**config.mk**
```make
export PLATFORM = sky130hd
export DESIGN_NAME = lru_tracker_top
export DESIGN_NICKNAME = d
export VERILOG_FILES = /design/src/hdl/lru_pkg.sv /design/src/hdl/lru_store.sv /design/src/hdl/lru_tracker_top.sv
export SDC_FILE = /design/constraint.sdc
export NUM_CORES = 2
export LEC_CHECK = 0
export ABC_AREA = 0
export BUFFER_PORTS_ARGS = -buffer_cell sky130_fd_sc_hd__buf_2
export CORE_MARGIN = 3
export CORE_UTILIZATION = 45
export CTS_CLUSTER_DIAMETER = 200
export DETAILED_ROUTE_END_ITERATION = 10
export PLACE_DENSITY_LB_ADDON = 0.12
export SLEW_MARGIN = 20
export SYNTH_ARGS = -nofsm -noshare
export SYNTH_HDL_FRONTEND = slang
export SYNTH_SLANG_ARGS = --single-unit
```
**constraint.sdc**
```tcl
create_clock -name clk -period 5.25 [get_ports clk]
set_input_delay 0 -clock clk [delete_from_list [all_inputs] [get_ports clk]]
set_output_delay 0 -clock clk [all_outputs]
set_load 0.005 [all_outputs]
```
**src/hdl/lru_pkg.sv**
```systemverilog
// Shared constants, types and helpers for the LRU tracker.
`timescale 1ns / 1ps
package lru_pkg;

  localparam int ENTRIES = 64;
  localparam int IDX_W   = $clog2(ENTRIES);
  localparam int CNT_W   = $clog2(ENTRIES + 1);
  localparam int ID_W    = 31;
  localparam int CFG_W   = 7;
  localparam int CMP_W   = (CNT_W > CFG_W) ? CNT_W : CFG_W;

  typedef logic [IDX_W-1:0] slot_t;
  typedef logic [CNT_W-1:0] cnt_t;
  typedef logic [ID_W-1:0]  id_t;

  typedef enum logic [2:0] {
    ST_IDLE,
    ST_ORD,
    ST_TAG,
    ST_CMP,
    ST_SHR,
    ST_SHW,
    ST_APP,
    ST_OUT
  } state_t;

  // Port requests toward the tag and recency-order memories.
  typedef struct packed {
    slot_t ord_raddr;
    logic  ord_we;
    slot_t ord_waddr;
    slot_t ord_wdata;
    slot_t tag_raddr;
    logic  tag_we;
    slot_t tag_waddr;
    id_t   tag_wdata;
  } mem_req_t;

  // Limit clamped to 1..ENTRIES.
  function automatic logic [CMP_W-1:0] eff_limit(input logic [CFG_W-1:0] cfg);
    logic [CMP_W-1:0] lim;
    lim = CMP_W'(cfg);
    if (cfg == '0) begin
      lim = CMP_W'(1);
    end else if (lim > CMP_W'(ENTRIES)) begin
      lim = CMP_W'(ENTRIES);
    end
    return lim;
  endfunction

endpackage

```
**src/hdl/lru_store.sv**
```systemverilog
// Tag and recency-order memories, one write and one registered read each.
`timescale 1ns / 1ps
module lru_store (
  input  logic              clk,
  input  lru_pkg::mem_req_t req,
  output lru_pkg::slot_t    ord_q,
  output lru_pkg::id_t      tag_q
);
  import lru_pkg::*;

  slot_t order_mem [ENTRIES];
  id_t   tag_mem   [ENTRIES];

  always_ff @(posedge clk) begin
    if (req.ord_we) begin
      order_mem[req.ord_waddr] <= req.ord_wdata;
    end
    ord_q <= order_mem[req.ord_raddr];
  end

  always_ff @(posedge clk) begin
    if (req.tag_we) begin
      tag_mem[req.tag_waddr] <= req.tag_wdata;
    end
    tag_q <= tag_mem[req.tag_raddr];
  end

endmodule

```
**src/hdl/lru_tracker_top.sv**
```systemverilog
// Top level of the fully associative LRU tracker.
`timescale 1ns / 1ps
// Usage:
//  - Input channel (in_valid/in_stall) carries action, item_id, load_ok. The
//    block takes one transfer at a time; in_stall is high from acceptance
//    until the result has moved into the output register.
//  - Output channel (out_valid/out_stall) carries hit, inserted, evict_valid,
//    evicted_id and occupancy, one result per input transfer. The result sits
//    in an output register, so the next input transfer is taken while it
//    waits; a stalled receiver holds the result and, once a second result is
//    ready, keeps in_stall high until the first one leaves.
//  - Steps per item: a clear, or an access to an empty store, goes straight
//    to reporting (through an append when an insert follows). A lookup
//    walks positions from least to most recent, one shared compare on a
//    registered tag read after a registered order read; then a hit closes
//    the gap in the recency order and an eviction shifts the order, before
//    the append and report (a miss without load_ok only reports).
//  - capacity_limit is written through cfg_we/cfg_wdata; the user
//    writes it only while idle, which the block does not enforce; 0 acts
//    as 1, values above the store depth act as the depth.
//  - Synchronous reset empties the store (count to zero) and sets the limit
//    to 64; memory contents are not cleared since only occupied slots are read.
module lru_tracker_top (
  input  logic                       clk,
  input  logic                       rst,
  input  logic                       cfg_we,
  input  logic [lru_pkg::CFG_W-1:0]  cfg_wdata,
  input  logic                       in_valid,
  output logic                       in_stall,
  input  logic                       action,
  input  lru_pkg::id_t               item_id,
  input  logic                       load_ok,
  output logic                       out_valid,
  input  logic                       out_stall,
  output logic                       hit,
  output logic                       inserted,
  output logic                       evict_valid,
  output lru_pkg::id_t               evicted_id,
  output lru_pkg::cnt_t              occupancy
);
  import lru_pkg::*;

  state_t state, state_next;

  // Occupied slots are always 0..count-1: an eviction hands its slot straight
  // to the new entry, a plain insert takes slot count.
  cnt_t             count, count_next;
  logic [CFG_W-1:0] cap;
  slot_t            pos, pos_next;
  slot_t            slot_r, slot_r_next;
  slot_t            first_slot, first_slot_next;
  id_t              first_tag, first_tag_next;
  slot_t            app_slot, app_slot_next;
  id_t              id_r;
  logic             load_r;
  logic             hit_r, hit_r_next;
  logic             ins_r, ins_r_next;
  logic             ev_r, ev_r_next;
  id_t              evid_r, evid_r_next;

  mem_req_t req;
  slot_t    ord_q;
  id_t      tag_q;

  logic in_xfer, out_free;
  logic last_pos, tag_match, need_evict, shift_more;
  cnt_t cnt_m1;

  lru_store u_store (
    .clk   (clk),
    .req   (req),
    .ord_q (ord_q),
    .tag_q (tag_q)
  );

  assign in_stall   = (state != ST_IDLE);
  assign in_xfer    = in_valid && !in_stall;
  assign out_free   = !out_valid || !out_stall;
  assign last_pos   = (CNT_W'(pos) + CNT_W'(1)) == count;
  assign tag_match  = (tag_q == id_r);
  assign need_evict = CMP_W'(count) >= eff_limit(cap);
  assign shift_more = (CNT_W'(pos) + CNT_W'(2)) < count;
  assign cnt_m1     = count - CNT_W'(1);

  // Next state.
  always_comb begin
    state_next = state;
    case (state)
      ST_IDLE: begin
        if (in_xfer) begin
          if (action) begin
            state_next = ST_OUT;
          end else if (count == '0) begin
            state_next = load_ok ? ST_APP : ST_OUT;
          end else begin
            state_next = ST_ORD;
          end
        end
      end
      ST_ORD: state_next = ST_TAG;
      ST_TAG: state_next = ST_CMP;
      ST_CMP: begin
        if (tag_match) begin
          state_next = last_pos ? ST_APP : ST_SHR;
        end else if (last_pos) begin
          if (!load_r) begin
            state_next = ST_OUT;
          end else if (need_evict && count > CNT_W'(1)) begin
            state_next = ST_SHR;
          end else begin
            state_next = ST_APP;
          end
        end else begin
          state_next = ST_ORD;
        end
      end
      ST_SHR: state_next = ST_SHW;
      ST_SHW: state_next = shift_more ? ST_SHR : ST_APP;
      ST_APP: state_next = ST_OUT;
      ST_OUT: begin
        if (out_free) begin
          state_next = ST_IDLE;
        end
      end
      default: state_next = ST_IDLE;
    endcase
  end

  // Datapath controls and register next values.
  always_comb begin
    count_next      = count;
    pos_next        = pos;
    slot_r_next     = slot_r;
    first_slot_next = first_slot;
    first_tag_next  = first_tag;
    app_slot_next   = app_slot;
    hit_r_next      = hit_r;
    ins_r_next      = ins_r;
    ev_r_next       = ev_r;
    evid_r_next     = evid_r;
    req             = '0;
    case (state)
      ST_IDLE: begin
        if (in_xfer) begin
          hit_r_next  = 1'b0;
          ins_r_next  = 1'b0;
          ev_r_next   = 1'b0;
          evid_r_next = '0;
          pos_next    = '0;
          if (action) begin
            count_next = '0;
          end else if (count == '0 && load_ok) begin
            ins_r_next    = 1'b1;
            app_slot_next = '0;
            count_next    = CNT_W'(1);
          end
        end
      end
      ST_ORD: begin
        req.ord_raddr = pos;
      end
      ST_TAG: begin
        req.tag_raddr = ord_q;
        slot_r_next   = ord_q;
      end
      ST_CMP: begin
        if (pos == '0) begin
          first_slot_next = slot_r;
          first_tag_next  = tag_q;
        end
        if (tag_match) begin
          hit_r_next    = 1'b1;
          app_slot_next = slot_r;
        end else if (last_pos) begin
          if (load_r) begin
            ins_r_next = 1'b1;
            if (need_evict) begin
              // Oldest entry leaves; its slot takes the new identifier.
              ev_r_next     = 1'b1;
              evid_r_next   = (pos == '0) ? tag_q : first_tag;
              app_slot_next = (pos == '0) ? slot_r : first_slot;
              pos_next      = '0;
            end else begin
              app_slot_next = count[IDX_W-1:0];
              count_next    = count + CNT_W'(1);
            end
          end
        end else begin
          pos_next = pos + IDX_W'(1);
        end
      end
      ST_SHR: begin
        req.ord_raddr = pos + IDX_W'(1);
      end
      ST_SHW: begin
        req.ord_we    = 1'b1;
        req.ord_waddr = pos;
        req.ord_wdata = ord_q;
        pos_next      = pos + IDX_W'(1);
      end
      ST_APP: begin
        req.ord_we    = 1'b1;
        req.ord_waddr = cnt_m1[IDX_W-1:0];
        req.ord_wdata = app_slot;
        req.tag_we    = ins_r;
        req.tag_waddr = app_slot;
        req.tag_wdata = id_r;
      end
      ST_OUT: begin
      end
      default: begin
      end
    endcase
  end

  always_ff @(posedge clk) begin
    if (rst) begin
      state <= ST_IDLE;
      count <= '0;
      cap   <= CFG_W'(64);
    end else begin
      state <= state_next;
      count <= count_next;
      if (cfg_we) begin
        cap <= cfg_wdata;
      end
    end
  end

  always_ff @(posedge clk) begin
    pos        <= pos_next;
    slot_r     <= slot_r_next;
    first_slot <= first_slot_next;
    first_tag  <= first_tag_next;
    app_slot   <= app_slot_next;
    hit_r      <= hit_r_next;
    ins_r      <= ins_r_next;
    ev_r       <= ev_r_next;
    evid_r     <= evid_r_next;
    if (in_xfer) begin
      id_r   <= item_id;
      load_r <= load_ok;
    end
  end

  // Output register: loaded when the result is ready and the slot is free.
  always_ff @(posedge clk) begin
    if (rst) begin
      out_valid <= 1'b0;
    end else if (state == ST_OUT && out_free) begin
      out_valid <= 1'b1;
    end else if (!out_stall) begin
      out_valid <= 1'b0;
    end
  end

  always_ff @(posedge clk) begin
    if (state == ST_OUT && out_free) begin
      hit         <= hit_r;
      inserted    <= ins_r;
      evict_valid <= ev_r;
      evicted_id  <= evid_r;
      occupancy   <= count;
    end
  end

  a_count_range: assert property (@(posedge clk) disable iff (rst)
    count <= CNT_W'(ENTRIES))
    else $error("occupancy beyond store depth");

  a_clear_empties: assert property (@(posedge clk) disable iff (rst)
    (in_xfer && action) |=> (count == '0))
    else $error("clear left entries behind");

  a_hit_exclusive: assert property (@(posedge clk) disable iff (rst)
    (out_valid && hit) |-> (!inserted && !evict_valid))
    else $error("hit reported together with insert or evict");

  a_evict_implies_insert: assert property (@(posedge clk) disable iff (rst)
    (out_valid && evict_valid) |-> inserted)
    else $error("eviction without insertion");

  a_evict_keeps_count: assert property (@(posedge clk) disable iff (rst)
    (state == ST_CMP && state_next == ST_SHR && !tag_match) |=> $stable(count))
    else $error("eviction path changed occupancy");

endmodule

```
======== Word-level counts from Yosys, hierarchy flattened ========
Memory sizes are Yosys's and may differ from the RTL's. A register that Yosys moved wholly into a read port is not among the register bits.
Index checks and enable logic that the tools add are counted.
storage, ports and cells
  memories ................................ 2
  output and inout port bits .............. 43
  input port bits ......................... 45
  RAM bits ................................ 2,368
  register bits ........................... 180
  word-level logic and storage cells ...... 147
memories
  name               depth  bits a word  rd ports  clocked after Yosys merged registers in  wr ports  line             source
  u_store.tag_mem    64     31           1         1                                        1         lru_store.sv:12  id_t tag_mem [ENTRIES];
  u_store.order_mem  64     6            1         1                                        1         lru_store.sv:11  slot_t order_mem [ENTRIES];
cells by class
  multiplexer cells ....................... 69
  add/subtract/negate cells ............... 5
  eq/ne operators ......................... 25
  reduce and logical (&&, ||, !) cells .... 22
  magnitude comparators ................... 4
operators with widths
  kind                                           count
  two-way mux 31 bit                             6
  two-way mux 6 bit                              14
  two-way mux 7 bit                              9
  one-hot mux 31 bit (2 select lines)            1
  two-way mux 38 bit                             1
  equality test 31 bit                           1
  one-hot mux 13 bit (2 select lines)            1
  one-hot mux 3 bit (8 select lines)             1
  one-hot mux 6 bit (2 select lines)             2
  inequality test 2 bit (second input constant)  10
  two-way mux 1 bit                              19
  two-way mux 3 bit                              6
  one-hot mux 6 bit (3 select lines)             1
  inequality test 3 bit (second input constant)  5
  logical NOT 7 bit                              2
  one-hot mux 7 bit (2 select lines)             1
  equality test 3 bit (second input constant)    4
  AND reduction 6 bit                            2
  AND reduction 5 bit                            2
  two-way mux 2 bit                              4
  adder 6 x 1 -> 7 bit (second input constant)   1
  adder 6 x 2 -> 7 bit (second input constant)   1
  adder 7 x 1 -> 7 bit (second input constant)   1
  equality test 7 bit                            1
  20 further kinds                               29

======== Longest topological paths before layout ========
  depth in word-level cells ............... 10
  depth in mapped cells ................... 15
  gate-level depth less buffers ........... 11

======== Modules after synthesis ========
A second synthesis with hierarchy kept.
unflattened totals
  cell total of the unflattened synthesis .. 4,645
  area total of the unflattened synthesis .. 99,847.0 um^2
by module, submodules not included
  module           area each (um^2)  seq. area each (um^2)  times used  cells each
  lru_store        91,549.1          71,848.9               1           4,025
  lru_tracker_top  8,298.0           5,225.0                1           620

======== Least setup slack after synthesis ========
No wires, ideal clock.
  path kind ............................... register to register
  start ................................... reg state[2]
  end ..................................... mem u_store.tag_mem[32][0] (netlist bit) (enable)
  slack ................................... 0.516 ns
  stages on the path, launching flop included .. 7
  arrival ................................. 4.237 ns
  clock period less this slack ............ 4.734 ns
  path buffers ............................ 2
  library setup time ...................... 0.497 ns
  data required time ...................... 4.753 ns
  path through ............................ dfxtp_1 buf_4 nor2b_1 and2_1 clkbuf_1 nand2_1 nor4_1
on the way
  cells in the longest elaborated chain, start to end .. 4
ends and longest elaborated chain
  what                                     line                    source
  start, declared                          lru_tracker_top.sv:43   state_t state, state_next;
  start signal, assigned                   lru_tracker_top.sv:222  state <= state_next;
  equality test 3 bit (*)                  lru_tracker_top.sv:142  case (state)
  two-way mux 38 bit (*)                   lru_tracker_top.sv:142
  two-way mux 1 bit                        lru_store.sv:22         if (req.tag_we) begin
  two-way mux 1 bit (implied by the code)  lru_store.sv:23         tag_mem[req.tag_waddr] <= req.tag_wdata;
  end, declared                            lru_store.sv:12
Mark *: on every way between the ends. The rest lies on a longest branch, timed or not.

======== Worst setup path after layout ========
  start ................................... reg state[2]
  end ..................................... reg u_store.tag_q[1], read port of u_store.tag_mem
on the way
  cells in the longest elaborated chain, start to end .. 2
ends and longest elaborated chain
  what                          line                    source
  equality test 3 x 2 -> 1 bit  lru_tracker_top.sv:142
  two-way mux 6 bit             lru_tracker_top.sv:142
  end, declared                 lru_store.sv:7          output lru_pkg::id_t tag_q
Every way passes these cells.
A chain may end at the register's enable or synchronous reset.

==> results by group <==
Status
  – Status: finished clean

Floorplanning
  – Die area: 236000 µm²
  – Core area: 228000 µm²
  – Starting density of the core: 45.4%
  – Die Wd: 486 µm
  – Ports: 88
  – Row Count: 175
  – Die Y: 486 µm

Placement
  – Hpwl dp: 182000 µm
  – Place WS: 856 ps
  – Placed inst area: 109000 µm²
  – I/O Buffers: 87
  – Global placement routability congestion: 0.852

Logic synthesis
  – Synth Instances: 6806
  – Distinct cells, synth: 73
  – Ys flop type: edfxtp_1
  – Post-synth top area share: 73.2%
  – Mean Syn Cell Area: 15.2 µm²
  – Ys async rst share: 0%
  – Sequential cell area fraction in the yosys report: 74.3%
  – Post-synth EDFFs: 2530
  – FF+latch count, synth: 2585
  – Leading area contributor after synthesis: edfxtp_1
  – Synthesized Nets: 6871
  – Synth top area cells: edfxtp_1 73%, mux2i_1 3.7%, mux4_2 3.1%
  – Syn Std Cell Area: 104000 µm²
  – Most frequent cell after synthesis: edfxtp_1
  – Top post-synthesis cells by count: 2530 x edfxtp_1, 706 x nand2_1, 428 x nor2_1
  – Syn. warnings: 0

GRT
  – GR Util All Layers: 25.8%
  – Gr ovfl total: 0
  – Global-route wire length before repair: 442000 µm
  – Largest net degree at the start of global routing: 142
  – Vias in the first global route: 59700
  – Antenna violations before repair: 24

Setup path
  – Worst Path Required: 5980 ps
  – Worst Reg-to-Reg Cells: 11
  – CP Max Fanout: 64
  – Register-to-register setup slack: 840 ps
  – Worst Setup Path Type: register to register
  – CP arrival: 5140 ps
  – Reg2reg end: u_store.tag_q[1]
  – Crit end category: register
  – Worst R2R Start: state[2]
  – Worst Setup Start Kind: register

STA
  – Fin worst setup slack: 836 ps
  – Tmin final: 4410 ps
  – RSZ-0062 raised after global routing: false
  – Layout Skew: 65.3 ps
  – Fraction of the cycle the final worst path needs: 84.1%
  – Final hold vios: 0
  – Final count of pins violating max slew: 0
  – Slew headroom: 13.6%
  – Max Fclk: 0.227 GHz
  – Sum of negative setup slack: 0 ps
  – Final setup viols: 0
  – Worst slew pin tran: 1290 ps

Cells and area
  – Area Overhead vs Synth: 14.9%
  – Layout cells sized above 1: 14.4%
  – Final std cell area, no fill: 119000 µm²
  – NumNets Final: 7146

Pwr
  – Max VDD drop: 0.323 mV
  – Pwr/cell area: 515 nW/µm²
  – Leakage: 40.0 nW

Clock tree
  – Htree depth: 5
  – CTS Buffer Depth: 4
  – Hold Buf Count CTS: 104
  – CTS tree: done
  – CTS clk-pin slew, worst paths: 60 ps
  – Post_cts resized: 0
  – CTS sink count: 2585
  – Num CTS Buffers: 290
  – Clk_lat worst skew: 910 ps
  – CTS Root Cell: clkbuf_16
  – # Post-CTS Setup Buffers: 0

Worst hold path
  – Min-Delay Path Depth: 3
  – Worst Hold Path EP: ins_r
  – Hold WC Path Type: primary input to register
  – Min-Delay Startpoint: action

Detailed routing
  – Drt wl/cell: 30.0 µm
  – Routed WL: 309000 µm
  – DRC: 0
  – Antenna viol nets, final: 0
  – DRT Pass-1 Iters: 6
  – Detailed Route Iter0 Violations: 8074
  – Routed vias/inst: 6.07
  – Routed via count: 62500

Job
  – Max_cap viols: 0
registers in the layout, summed over array words and instances, names as in the netlist, 3 cells and up:
register / cells
u_store.ord_q: 6
evid_r: 31
first_tag: 31
cap: 7
app_slot: 6
pos: 6
occupancy: 7
u_store.order_mem: 384
u_store.tag_mem: 1984
evicted_id: 31
state: 3
id_r: 31
count: 7
first_slot: 6
u_store.tag_q: 31
slot_r: 6
report_power, final:
part           leakage [nW]  switching, mW  internal, mW
registers              23.3          0.831          23.7
clock network          4.39           7.91          11.6
logic                  12.3           11.8          5.50
total                  40.0           20.5          40.8
how the worst max path moves through the flow:
stage	startpoint	endpoint	slack, ps	cells past startpoint
after floorplan	state[2]	u_store.tag_mem[32][0]	520	6
after global placement	state[2]	u_store.tag_q[1]	820	11
after detailed placement	state[2]	u_store.tag_q[1]	860	11
after CTS	state[2]	u_store.tag_q[1]	810	11
after global routing	state[2]	u_store.tag_q[7]	740	10
final	state[2]	u_store.tag_q[1]	840	11
cells in the final DEF (no fill, tap or decap), types with 18 or more instances in the layout:
cell and count:
nand3_1 249, mux4_2 142, and3_2 26, a311oi_1 69
inv_1 203, ha_1 20, mux2_2 45, nor2_1 365
nand2_1 701, edfxtp_1 2530, nor2_4 62, o21ai_0 210
clkinv_2 32, buf_4 229, and2_1 35, clkinv_1 58
nor3_1 25, dfxtp_1 52, a311o_1 124, xor2_1 18
o22a_1 62, a211oi_1 61, clkbuf_1 67, bufinv_16 24
a22oi_1 75, buf_2 87, dlygate4sd3_1 104, clkbuf_16 299
a31oi_1 318, buf_12 36, nand4_1 24, xnor2_1 29
and3_1 75, a21oi_1 241, a221oi_1 18, mux2i_1 387
metal layers:
layer  part of all wire, %  track usage [%]  vias to the layer above
met5                0.0087                0                        -
met4                   3.2             7.96                        4
met3                   8.8             4.77                      458
met2                    45             38.7                     2776
met1                    43             38.3                    32400
li1                      -                -                    26900
stage by stage:
step	hold slack, ps	cells	power (mW)	utilization (%)
CTS	63.7	10300	61.5	52.1
floorplan	98.9	6806	34.7	-
global placement	180	9689	41.9	47.7
detailed placement	178	9692	42.0	47.7
global route	138	10300	63.5	52.2
finish	144	10300	61.3	52.2
cells by family (layout without fill, tap and decap cells):
group	Yosys count	count (layout)	synth area share, %
simple gates	1636	1636	6.86
mux	574	574	7.30
compound gates	1263	1263	8.22
fa+ha+maj	20	20	0.241
buf+inv	681	1159	2.69
other cells	0	9	0
flops	2585	2585	74.3
xor+xnor	47	47	0.397
area by class of cell:
cell class / instances / area [µm²]
clock inverter: 124 / 1200
sequential: 2585 / 77100
timing repair buffer: 460 / 3990
clock buffer: 371 / 7800
tap: 3009 / 3760
multi-input combinational: 3540 / 24500
fill: 18600 / 109000
inverter: 204 / 766
antenna: 9 / 22.5
worst max-delay path, stage by stage (launching register included):
cell      delay, ps
dfxtp_1         460
nor3b_2         490
buf_4           260
buf_4           290
nand2_4         350
buf_12          330
buf_12          230
a211oi_1        300
a311o_1         180
a31oi_1         200
a22oi_1         900
nand2_1         130
Power figures use the tool's default switching activity.
